`config.mk`:
```
export PLATFORM = sky130hd
export DESIGN_NAME = divide_128_by_64
export DESIGN_NICKNAME = d
export VERILOG_FILES = /design/src/div128_pkg.sv /design/src/divide_128_by_64.sv /design/src/div128_cell.sv
export SDC_FILE = /design/constraint.sdc
export NUM_CORES = 1
export LEC_CHECK = 0
export BUFFER_PORTS_ARGS = -buffer_cell sky130_fd_sc_hd__buf_2
export CAP_MARGIN = 0
export CORE_ASPECT_RATIO = 0.9
export CORE_MARGIN = 4
export CORE_UTILIZATION = 53
export CTS_CLUSTER_DIAMETER = 150
export CTS_CLUSTER_SIZE = 40
export DETAILED_ROUTE_END_ITERATION = 6
export PLACE_DENSITY = 0.8
export SLEW_MARGIN = 15
export SYNTH_ARGS = -nofsm -noshare
export SYNTH_HDL_FRONTEND = slang
export SYNTH_HIERARCHICAL = 1
export SYNTH_SLANG_ARGS = --single-unit
```
`constraint.sdc`:
```
create_clock -name clk -period 35.2 [get_ports clk]
set_clock_uncertainty 0.2 [all_clocks]
set_input_delay 1.76 -clock clk [delete_from_list [all_inputs] [get_ports clk]]
set_output_delay 1.76 -clock clk [all_outputs]
set_load 0.01 [all_outputs]
```
`src/div128_pkg.sv`:
```
// Shared constants and types for the 128-by-64 unsigned divider.
package div128_pkg;

  localparam int FIELD_BITS = 64;
  localparam int ERR_BITS   = 2;
  localparam int WORD_BITS_DEFAULT = 64;

  localparam logic [ERR_BITS-1:0] ERR_OK       = 2'd0;
  localparam logic [ERR_BITS-1:0] ERR_DIV_ZERO = 2'd1;
  localparam logic [ERR_BITS-1:0] ERR_OVERFLOW = 2'd2;

  // Control broadcast to every cell of the remainder row.
  typedef struct packed {
    logic load;  // capture new operand bits
    logic step;  // advance one restoring step
    logic sub;   // keep the difference this step (quotient bit is one)
  } cell_ctrl_t;

endpackage

```
`src/divide_128_by_64.sv`:
```
// Top level of the unsigned 128-by-64 divider built from a row of bit-slice cells.
//
//   channel  direction  tdata fields (lowest bit up)                      handshake
//   s_axis   in         dividend_high[63:0], dividend_low[127:64],        tvalid/tready
//                       divisor[191:128]
//   m_axis   out        quotient[63:0], error_code[65:64], zero pad        tvalid/tready
//
// An item with a valid divisor steps through the cell row, one quotient bit per cycle (set by
// the borrow chain through the row), and the quotient then moves to the output register; the
// next item can be accepted while the quotient moves.
// An item flagged as an error skips the row's steps and goes straight to the done state.
// Reset (rst, synchronous) clears the sequencer and the output valid flag.
// A stalled output holds the finished quotient in the row; no new item enters until it moves.
module divide_128_by_64 #(
  parameter int WORD_BITS = div128_pkg::WORD_BITS_DEFAULT
) (
  input  logic         clk,
  input  logic         rst,
  input  logic         s_axis_tvalid,
  output logic         s_axis_tready,
  // dividend_high [63:0], dividend_low [127:64], divisor [191:128]
  input  logic [191:0] s_axis_tdata,
  output logic         m_axis_tvalid,
  input  logic         m_axis_tready,
  // quotient [63:0], error_code [65:64], zero [71:66]
  output logic [71:0]  m_axis_tdata
);
  import div128_pkg::*;

  localparam int CNT_BITS = (WORD_BITS > 1) ? $clog2(WORD_BITS) : 1;

  localparam logic [1:0] ST_IDLE = 2'd0;
  localparam logic [1:0] ST_RUN  = 2'd1;
  localparam logic [1:0] ST_DONE = 2'd2;

  logic [1:0]            state;
  logic [CNT_BITS-1:0]   cnt;
  logic [ERR_BITS-1:0]   err;
  logic [FIELD_BITS-1:0] out_q;
  logic [ERR_BITS-1:0]   out_err;
  logic                  out_valid;

  logic [WORD_BITS-1:0]  in_hi;
  logic [WORD_BITS-1:0]  in_lo;
  logic [WORD_BITS-1:0]  in_d;
  logic [ERR_BITS-1:0]   in_err;
  logic                  in_acc;
  logic                  out_free;

  logic [WORD_BITS-1:0]  r_vec;
  logic [WORD_BITS-1:0]  lo_vec;
  logic [WORD_BITS-1:0]  b_vec;
  cell_ctrl_t            ctrl;
  logic [FIELD_BITS-1:0] q_word;

  // Bits above WORD_BITS are ignored.
  assign in_hi = s_axis_tdata[WORD_BITS-1:0];
  assign in_lo = s_axis_tdata[FIELD_BITS +: WORD_BITS];
  assign in_d  = s_axis_tdata[2*FIELD_BITS +: WORD_BITS];

  // Zero divisor wins over overflow.
  always_comb begin
    if (in_d == '0) begin
      in_err = ERR_DIV_ZERO;
    end else if (in_hi >= in_d) begin
      in_err = ERR_OVERFLOW;
    end else begin
      in_err = ERR_OK;
    end
  end

  assign out_free      = !out_valid || m_axis_tready;
  assign s_axis_tready = (state == ST_IDLE) || ((state == ST_DONE) && out_free);
  assign in_acc        = s_axis_tvalid && s_axis_tready;

  // Subtract when the bit shifted out of the remainder is set or no borrow left the row.
  assign ctrl.load = in_acc;
  assign ctrl.step = (state == ST_RUN);
  assign ctrl.sub  = r_vec[WORD_BITS-1] | ~b_vec[WORD_BITS-1];

  // Remainder row: cell 0 takes the next dividend bit from the top of the low word,
  // and the quotient bit enters the low word from below as it drains.
  for (genvar i = 0; i < WORD_BITS; i++) begin : g_cell
    logic r_in;
    logic lo_in;
    logic b_in;
    if (i == 0) begin : g_first
      assign r_in  = lo_vec[WORD_BITS-1];
      assign lo_in = ctrl.sub;
      assign b_in  = 1'b0;
    end else begin : g_rest
      assign r_in  = r_vec[i-1];
      assign lo_in = lo_vec[i-1];
      assign b_in  = b_vec[i-1];
    end
    div128_cell u_cell (
      .clk       (clk),
      .ctrl      (ctrl),
      .load_r    (in_hi[i]),
      .load_lo   (in_lo[i]),
      .load_d    (in_d[i]),
      .r_in      (r_in),
      .lo_in     (lo_in),
      .borrow_in (b_in),
      .r_out     (r_vec[i]),
      .lo_out    (lo_vec[i]),
      .borrow_out(b_vec[i])
    );
  end

  // Quotient word: the row's result, or all ones of WORD_BITS bits on error.
  always_comb begin
    q_word = '0;
    if (err == ERR_OK) begin
      q_word[WORD_BITS-1:0] = lo_vec;
    end else begin
      q_word[WORD_BITS-1:0] = '1;
    end
  end

  // Sequencer: accept, run WORD_BITS steps (an error item skips them), hand off to the output register.
  always_ff @(posedge clk) begin
    if (rst) begin
      state <= ST_IDLE;
      cnt   <= '0;
      err   <= ERR_OK;
    end else if (in_acc) begin
      state <= (in_err == ERR_OK) ? ST_RUN : ST_DONE;
      cnt   <= CNT_BITS'(WORD_BITS - 1);
      err   <= in_err;
    end else begin
      case (state)
        ST_RUN: begin
          cnt <= cnt - 1'b1;
          if (cnt == '0) begin
            state <= ST_DONE;
          end
        end
        ST_DONE: begin
          if (out_free) begin
            state <= ST_IDLE;
          end
        end
        default: begin
          state <= ST_IDLE;
        end
      endcase
    end
  end

  // Output register: load when the result is done and the slot is free, drop on take.
  always_ff @(posedge clk) begin
    if (rst) begin
      out_valid <= 1'b0;
    end else if ((state == ST_DONE) && out_free) begin
      out_valid <= 1'b1;
    end else if (m_axis_tready) begin
      out_valid <= 1'b0;
    end
  end

  always_ff @(posedge clk) begin
    if ((state == ST_DONE) && out_free) begin
      out_q   <= q_word;
      out_err <= err;
    end
  end

  assign m_axis_tvalid = out_valid;
  assign m_axis_tdata  = {6'd0, out_err, out_q};

`ifndef SYNTH
  a_err_ones: assert property (@(posedge clk) disable iff (rst)
    (out_valid && (out_err != ERR_OK)) |-> (out_q[WORD_BITS-1:0] == '1))
    else $error("error item without all-ones quotient");

  a_err_code: assert property (@(posedge clk) disable iff (rst)
    out_valid |-> ((out_err == ERR_OK) || (out_err == ERR_DIV_ZERO) ||
                   (out_err == ERR_OVERFLOW)))
    else $error("unknown error code on output");

  a_run_start: assert property (@(posedge clk) disable iff (rst)
    (in_acc && (in_err == ERR_OK)) |=>
      ((state == ST_RUN) && (cnt == CNT_BITS'(WORD_BITS - 1))))
    else $error("valid item did not start a full run");

  a_no_accept_run: assert property (@(posedge clk) disable iff (rst)
    (state == ST_RUN) |-> !s_axis_tready)
    else $error("input accepted while the row is busy");
`endif

endmodule

```
`src/div128_cell.sv`:
```
// One bit slice of the restoring divider: remainder, dividend/quotient and divisor bits.
module div128_cell (
  input  logic                   clk,
  input  div128_pkg::cell_ctrl_t ctrl,
  input  logic                   load_r,
  input  logic                   load_lo,
  input  logic                   load_d,
  input  logic                   r_in,
  input  logic                   lo_in,
  input  logic                   borrow_in,
  output logic                   r_out,
  output logic                   lo_out,
  output logic                   borrow_out
);
  import div128_pkg::*;

  logic r;
  logic lo;
  logic d;
  logic diff;

  // r_in is the neighbor's remainder bit, i.e. this slice of the shifted remainder.
  assign diff       = r_in ^ d ^ borrow_in;
  assign borrow_out = (~r_in & (d | borrow_in)) | (d & borrow_in);

  always_ff @(posedge clk) begin
    if (ctrl.load) begin
      r  <= load_r;
      lo <= load_lo;
      d  <= load_d;
    end else if (ctrl.step) begin
      r  <= ctrl.sub ? diff : r_in;
      lo <= lo_in;
    end
  end

  assign r_out  = r;
  assign lo_out = lo;

endmodule
```
==> results.tsv, run 1 <==
stage	metric	value	unit
timing	endpoints failing hold	0	
timing	Setup WS post-layout	5.343	ns
setup_path	crit path capture type	flop	
power_and_ir_drop	Power, Total	0.0009061	W
yosys	multiplexer share of the synthesized area	4.870	%
timing	Worst-Margin Slew	1.068	ns
layout	Layout Nets	1751	
timing	setup TNS	0	ns
timing	fin crit period	29.86	ns
power_and_ir_drop	PwrDens	53.43	mW/mm2
worst_hold_path	worst hold path endpoint	out_q[7]	
yosys	Yosys reg bits	269	
clock_network	clk sinks	269	
worst_hold_path	hold path depth	1	
layout	commonest non-fill, non-tap cell in the layout	buf_2	
timing	Worst slew margin	27.86	%
yosys	synth warn	6	
setup_path	r2r setup slk	5.34	ns
yosys	sequential-to-total area share from yosys stat	53.56	%
worst_hold_path	Hold Crit Class	reg2reg	
clock_network	Clock Tree Buf Depth	3	
yosys	Post-Synth XOR/XNOR Area	0.2355	%
clock_network	Post-CTS Setup Bufs	0	
worst_hold_path	hold_sp	g_cell[7].u_cell/lo_out	
placed_design	dpl hpwl	26.39	mm
setup_path	worst-path fanout max	82	
floorplan	Starting Density	54.46	%
detailed_routing	routed via count	10010	
setup_path	Required @ worst endpoint	35.25	ns
floorplan	io pins	270	
setup_path	Worst Setup Start Kind	flop	
setup_path	Worst Path Buf+Inv	2	
placed_design	port buffer count	263	
layout	area added between synthesis and finish	14.00	%
floorplan	die width	184.6	um
setup_path	RR Startpoint	g_cell[63].u_cell/lo_out	
outcome	status	finished clean	
yosys	Mean Syn Cell Area	12.83	um2
floorplan	Core ar.	0.02731	mm2
clock_network	Clock H-tree levels	1	
grt	vias in the first global route	10230	
grt	initial antenna violation count	7	
yosys	largest family of logic cells by synthesized area	simple AND/OR/NAND/NOR gates	
layout	Finished Cell Area	0.01696	mm2
layout	commonest non-fill, non-tap cells in the layout	buf_2, edfxtp_1, inv_1, nor2b_1, ha_1	
layout	post-route insts no fill	1786	
timing	Final Setup Violations	0	
timing	RSZ-0062 raised after global routing	false	
clock_network	CTS Buf Count	10	
yosys	Cells after Synth	1159	
yosys	Synth cell types	44	
yosys	Post-Synth Adder-Cell Area	14.16	%
placed_design	placed cells	1766	
yosys	synthesized-area fraction occupied by and/or/nand/nor cells	16.38	%
clock_network	root buffer cell	clkbuf_16	
power_and_ir_drop	leakage dissipation	6.962	nW
setup_path	Worst R2R End	g_cell[29].u_cell/r_out	
timing	Max Fclk	33.49	MHz
placed_design	placed cell area	0.01662	mm2
floorplan	row cnt	57	
setup_path	largest stage delay on the critical path	0.46	ns
power_and_ir_drop	Max IR drop VDD	0.00003185	V
clock_network	Skew-Pair Late Insertion Delay	0.51	ns
timing	period utilisation layout	84.82	%
detailed_routing	final wirelength	36.04	mm
grt	gr ovfl total	0	
yosys	Post-synth top flop	edfxtp_1	
setup_path	CP top delay family	adder cells	
grt	first-pass GRT wire length	56.52	mm
floorplan	Die Area	0.03082	mm2
yosys	post-synthesis compound-gate area fraction	6.670	%
setup_path	data arrival time of the worst path	29.91	ns
clock_network	post-cts sizing count	0	
grt	total track usage	23.08	%
placed_design	GPL Wtd Cong	0.8864	
detailed_routing	drc violations	0	
yosys	Post-Syn Area	0.01488	mm2
floorplan	Die Y-Extent	166.9	um
yosys	Post-synth EDFFs	258	
setup_path	Slowest-stage cell, CP	fa_1	
detailed_routing	DR WL/cell	20.18	um
setup_path	critical path class	reg2reg	
yosys	async set-reset flop share out of synthesis	0	%
setup_path	Worst R2R Path Depth	69	
clock_network	CTS tree	built	
timing	Slew Limit Fails	0	
placed_design	Setup WS pre-CTS	5.013	ns
grt	largest net degree at the start of global routing	166	
detailed_routing	drt via density	5.604	
setup_path	CP most frequent cell	fa_1	
clock_network	clock slew at reported path FFs	0.15	ns
layout	share of post-route cells with drive strength above 1	20.55	%
run	max-cap violation count	0	
detailed_routing	DRT iter0 DRCs	812	
clock_network	Post-CTS Hold Fix Bufs	0	
detailed_routing	First-pass DRT Iterations	5	
detailed_routing	Antenna Nets Post-Route	0	
[area by class of cell]
cell class	count	area (um2)
Antenna cell	6	15.01
Clock inverter	1	16.27
Multi-Input combinational cell	740	6337
Fill cell	2152	10360
Sequential cell	269	7970
Inverter	135	515.5
Clock buffer	12	279.0
Tap cell	354	442.9
Timing Repair Buffer	269	1381
[metal layers]
layer  up-vias  track usage, %  part of all wire [%]
li1       4642               -                     -
met1      4966           34.07                    44
met2       350           36.27                    47
met3        49           3.511                   6.5
met4         2           5.786                   2.4
met5         -               0                 0.036
[cell families after synthesis]
| group | after synthesis |
|---|---|
| adder cells (fa/ha/maj) | 130 |
| other | 1 |
| flip-flops | 269 |
| AO/OA/AOI/OAI | 132 |
| buffers and inverters | 156 |
| AND/OR/NAND/NOR | 403 |
| XOR/XNOR | 4 |
| multiplexers | 64 |
[cells in the mapped netlist (3+ instances only)]
master	number	area [um2]
a21o_1	10	75.07
a211oi_1	6	45.04
nand2b_1	65	406.6
o31a_1	63	551.8
edfxtp_1	258	7747
buf_4	6	45.04
xnor2_1	3	26.28
clkbuf_1	15	56.30
or2_1	63	394.1
nor2b_1	126	788.3
ha_1	66	825.8
mux2_1	62	698.2
dfxtp_1	11	220.2
nand3_1	3	15.01
fa_1	64	1281
nor3_1	7	35.03
nor4_1	22	137.6
or3_1	64	400.4
a21oi_1	31	155.2
nor2_1	12	45.04
nand4_1	18	112.6
and2_1	3	18.77
nand2_1	17	63.81
inv_1	135	506.7
o21ai_0	8	40.04
[stage by stage]
| step | hold WS [ns] | utilization, % |
|---|---|---|
| 4_1_cts | 0.3323 | 61.92 |
| 5_1_grt | 0.3677 | 62.08 |
| 2_1_floorplan | 0.2264 | - |
| 3_5_place_dp | 0.3102 | 60.84 |
| 6_report | 0.3418 | 62.08 |
| 3_3_place_gp | 0.2948 | 60.84 |
[registers in the layout (all words and copies together) (netlist names)]
name,cells
out_err,2
g_cell.u_cell/lo_out,64
out_q,64
m_axis_tvalid,1
cnt,6
g_cell.u_cell/r_out,64
state,2
g_cell.u_cell/d,64
err,2
[where the power goes]
part | switching [W] | internal [W] | leakage, nW
registers | 0.0000254 | 0.000427 | 2.55
clock network | 0.0000962 | 0.0000581 | 0.144
logic | 0.000160 | 0.000139 | 4.27
[worst max path at each step]
stage	from	end	slack (ns)	cells after the start
floorplan	g_cell[63].u_cell/lo_out	g_cell[33].u_cell/r_out	5.19	68
detailed placement	g_cell[63].u_cell/lo_out	g_cell[48].u_cell/r_out	5.01	68
finish	g_cell[63].u_cell/lo_out	g_cell[29].u_cell/r_out	5.34	69
CTS	g_cell[63].u_cell/lo_out	g_cell[29].u_cell/r_out	4.83	68
global placement	g_cell[63].u_cell/lo_out	g_cell[0].u_cell/r_out	5.41	68
global route	g_cell[63].u_cell/lo_out	g_cell[29].u_cell/r_out	4.13	69
(Power assumes the default switching activity.)
==> run 2: changes to the inputs <==
--- a/config.mk
+++ b/config.mk
@@ -5,15 +5,16 @@
 export SDC_FILE = /design/constraint.sdc
 export NUM_CORES = 1
 export LEC_CHECK = 0
+export ABC_AREA = 1
 export BUFFER_PORTS_ARGS = -buffer_cell sky130_fd_sc_hd__buf_2
 export CAP_MARGIN = 0
 export CORE_ASPECT_RATIO = 0.9
 export CORE_MARGIN = 4
-export CORE_UTILIZATION = 53
+export CORE_UTILIZATION = 51
 export CTS_CLUSTER_DIAMETER = 150
 export CTS_CLUSTER_SIZE = 40
 export DETAILED_ROUTE_END_ITERATION = 6
-export PLACE_DENSITY = 0.8
+export PLACE_DENSITY = 0.81
 export SLEW_MARGIN = 15
 export SYNTH_ARGS = -nofsm -noshare
 export SYNTH_HDL_FRONTEND = slang
==> constraint.sdc (replaced) <==
create_clock -name clk -period 25 [get_ports clk]
set_clock_uncertainty 0.2 [all_clocks]
set_input_delay 1.25 -clock clk [delete_from_list [all_inputs] [get_ports clk]]
set_output_delay 1.25 -clock clk [all_outputs]
set_load 0.01 [all_outputs]
==> results.tsv, run 2 <==
stage	metric	value	unit	change
timing	Max Fclk	40.19	MHz	+20%
timing	RSZ-0062 raised after global routing	true		
detailed_routing	drt via density	5.026		-10%
grt	vias in the first global route	11750		+15%
yosys	top cells by area, synth	edfxtp_1, nand2_1, inv_1		
setup_path	critical path class	reg2reg		
layout	final core occ	62.54	%	+0.46 points
placed_design	port buffer count	263		unchanged
yosys	async set-reset flop share out of synthesis	0	%	unchanged
setup_path	CP startpoint	g_cell[63].u_cell/lo_out		
setup_path	RR Startpoint	g_cell[63].u_cell/lo_out		
setup_path	Worst Setup Start Kind	flop		
worst_hold_path	Hold Crit Class	reg2reg		
power_and_ir_drop	PwrDens	76.59	mW/mm2	+43%
worst_hold_path	worst hold path endpoint	out_err[0]		
setup_path	largest stage delay on the critical path	0.40	ns	-0.06 ns
power_and_ir_drop	Seq pwr share	44.9	%	-5.1 points
setup_path	CP most frequent cell	fa_2		
worst_hold_path	hold_sp	err[0]		
timing	endpoints failing hold	0		unchanged
run	max-cap violation count	0		unchanged
yosys	Cells after Synth	1619		+40%
floorplan	io pins	270		unchanged
worst_hold_path	hold path depth	0		-1
detailed_routing	routed via count	11700		+17%
layout	share of post-route cells with drive strength above 1	23.38	%	+2.8 points
setup_path	Slowest-stage cell, CP	fa_2		
layout	area of the multi-input gates	0.006252	mm2	-1.3%
detailed_routing	DRT iter0 DRCs	893		+10%
power_and_ir_drop	cell-internal power	0.0009118	W	+46%
yosys	commonest cells in the netlist	nand2_1, inv_1, edfxtp_1		
yosys	Mean Syn Cell Area	9.343	um2	-27%
clock_network	Post-CTS Hold Fix Bufs	0		unchanged
setup_path	crit path capture type	flop		
setup_path	data arrival time of the worst path	24.96	ns	-4.95 ns
layout	FF/Latch Area	0.007968	mm2	about the same
setup_path	r2r setup slk	0.12	ns	-5.22 ns
grt	initial antenna violation count	13		+6
yosys	synth warn	6		unchanged
layout	commonest non-fill, non-tap cell in the layout	nand2_1		
detailed_routing	Max Used Layer	met5		
timing	Hold WS	0.3253	ns	-0.01657 ns
detailed_routing	Antenna Nets Post-Route	0		unchanged
power_and_ir_drop	Net Sw Frac	34.55	%	+3.5 points
detailed_routing	final wirelength	38.72	mm	+7.5%
layout	commonest non-fill, non-tap cells in the layout	nand2_1, inv_1, buf_2, edfxtp_1, ha_1		
clock_network	CTS tree	built		
setup_path	worst-path fanout max	7		-91%
clock_network	root buffer cell	clkbuf_16		
placed_design	dpl hpwl	27.80	mm	+5.4%
timing	setup TNS	0	ns	unchanged
power_and_ir_drop	Power, Total	0.001393	W	+54%
placed_design	placed cells	2284		+29%
timing	Worst slew margin	32.89	%	+5.0 points
yosys	Synth area leader	edfxtp_1		
layout	area added between synthesis and finish	20.26	%	
floorplan	Die Area	0.03248	mm2	+5.4%
detailed_routing	First-pass DRT Iterations	5		unchanged
grt	largest net degree at the start of global routing	126		-24%
detailed_routing	metal2 WL	18.08	mm	+6.1%
power_and_ir_drop	Combinational Power Share	39.4	%	+6.4 points
grt	gr ovfl total	0		unchanged
floorplan	Starting Density	52.01	%	-2.5 points
clock_network	clock slew at reported path FFs	0.15	ns	about the same
layout	post-route insts no fill	2328		+30%
floorplan	Core ar.	0.02909	mm2	+6.5%
yosys	Yosys reg bits	269		unchanged
layout	fillers	2420		+12%
layout	Layout Nets	2249		+28%
yosys	top cell type's share of synthesized area	51.22	%	-0.87 points
yosys	sequential-to-total area share from yosys stat	52.67	%	-0.89 points
power_and_ir_drop	Max IR drop VDD	0.00005404	V	+70%
setup_path	Worst R2R Path Depth	71		+2.9%
clock_network	clk sinks	269		unchanged
power_and_ir_drop	leakage dissipation	9.156	nW	+32%
timing	fin crit period	24.88	ns	-4.978 ns
outcome	status	finished clean		
timing	Final Setup Violations	0		unchanged
power_and_ir_drop	clock power share	15.7	%	-1.3 points
floorplan	row cnt	59		+3.5%
floorplan	Die Y-Extent	171.4	um	+2.7%
detailed_routing	met3 WL	2.845	mm	+21%
floorplan	die width	189.5	um	+2.7%
placed_design	GPL Wtd Cong	0.9296		+4.9%
grt	total track usage	22.75	%	-0.33 points
clock_network	Skew-Pair Late Insertion Delay	0.51	ns	about the same
detailed_routing	DR WL/cell	16.63	um	-18%
detailed_routing	drc violations	0		unchanged
setup_path	Worst R2R End	g_cell[42].u_cell/r_out		
timing	Worst-Margin Slew	1.007	ns	-0.06155 ns
yosys	most common cell in the netlist	nand2_1		
setup_path	Required @ worst endpoint	25.08	ns	-10.17 ns
yosys	Post-synth EDFFs	258		unchanged
clock_network	Clock Tree Buf Depth	3		unchanged
yosys	Synth cell types	35		-20%
yosys	Post-synth top flop	edfxtp_1		
clock_network	Clock H-tree levels	1		unchanged
power_and_ir_drop	P_sw	0.0004814	W	+71%
clock_network	CTS Buf Count	10		unchanged
timing	period utilisation layout	99.52	%	+15 points
detailed_routing	Routed met1 length	16.34	mm	+3.7%
grt	first-pass GRT wire length	59.07	mm	+4.5%
yosys	Post-Syn Area	0.01513	mm2	+1.7%
timing	Slew Limit Fails	0		unchanged
-- run 2: cell count changes after synthesis, moves of 7 or more --
cell	previous run	this run
nand2_1	17	596
inv_1	135	350
nor2b_1	126	0
nand3_1	3	75
nand2b_1	65	0
o31a_1	63	0
or3_1	64	1
mux2_1	62	0
nor2_1	12	33
nor4_1	22	4
clkbuf_1	15	6
a21o_1	10	2
o21ai_1	1	8
-- run 2: cell type report --
| class | count | area share, % |
|---|---|---|
| flip-flops and latches | 269 | 43.80 |
| clock buffers | 13 | 1.554 |
| repair buffers | 297 | 10.02 |
| diodes | 7 | 0.09629 |
| multi-input cells | 993 | 34.37 |
| well taps | 396 | 2.724 |
| clock inverters | 1 | 0.06190 |
| inverters | 352 | 7.373 |
-- run 2: power groups by stage --
stage               clock [W]  sequential [W]  combinational [W]
floorplan                   0        0.000632           0.000313
global route         0.000241        0.000633           0.000621
CTS                  0.000222        0.000626           0.000490
finish               0.000218        0.000626           0.000549
detailed placement          0        0.000636           0.000444
global placement            0        0.000633           0.000422
-- run 2: routing by layer --
metal / vias up / global-route usage (%)
li1: 5635 / -
met1: 5511 / 31.51
met2: 451 / 37.19
met3: 92 / 3.774
met4: 12 / 7.484
met5: - / 0
-- run 2: worst max path at each step --
| stage | to | slack [ns] |
|---|---|---|
| after floorplan | g_cell[0].u_cell/r_out | -0.007 |
| after global placement | g_cell[25].u_cell/r_out | -0.46 |
| after detailed placement | g_cell[14].u_cell/r_out | -0.74 |
| after CTS | g_cell[21].u_cell/r_out | 0.02 |
| after global routing | g_cell[42].u_cell/r_out | -0.51 |
| final | g_cell[42].u_cell/r_out | 0.12 |
-- run 2: metrics by stage --
step	cell area, um2	worst slack (ns)
after global placement	17220	-0.4639
after floorplan	15330	-0.007084
after CTS	17840	0.01879
after global routing	18190	-0.5116
after detailed placement	17220	-0.7414
final	18190	0.1210
-- run 2: logic make-up after synthesis --
kind of cell / synth area share [%]
buffers and inverters: 9.181
AO/OA/AOI/OAI: 2.035
adder cells (fa/ha/maj): 13.93
other: 0.02479
flip-flops: 52.67
AND/OR/NAND/NOR: 22.16
-- run 2: critical path, delay by kind of cell (launching register included) --
family	cells	cell delay [ns]
flops	1	0.39
buf+inv	3	0.38
fa+ha+maj	64	23.32
simple gates	4	0.33
-- run 2: repair_timing --
| item | in CTS | in global routing |
|---|---|---|
| pin swaps | 41 | 35 |
| buffers inserted | 9 | 5 |
| endpoints found under the setup margin | 65 | 65 |
| gates cloned | 7 | 5 |
| resized for setup | 8 | 85 |
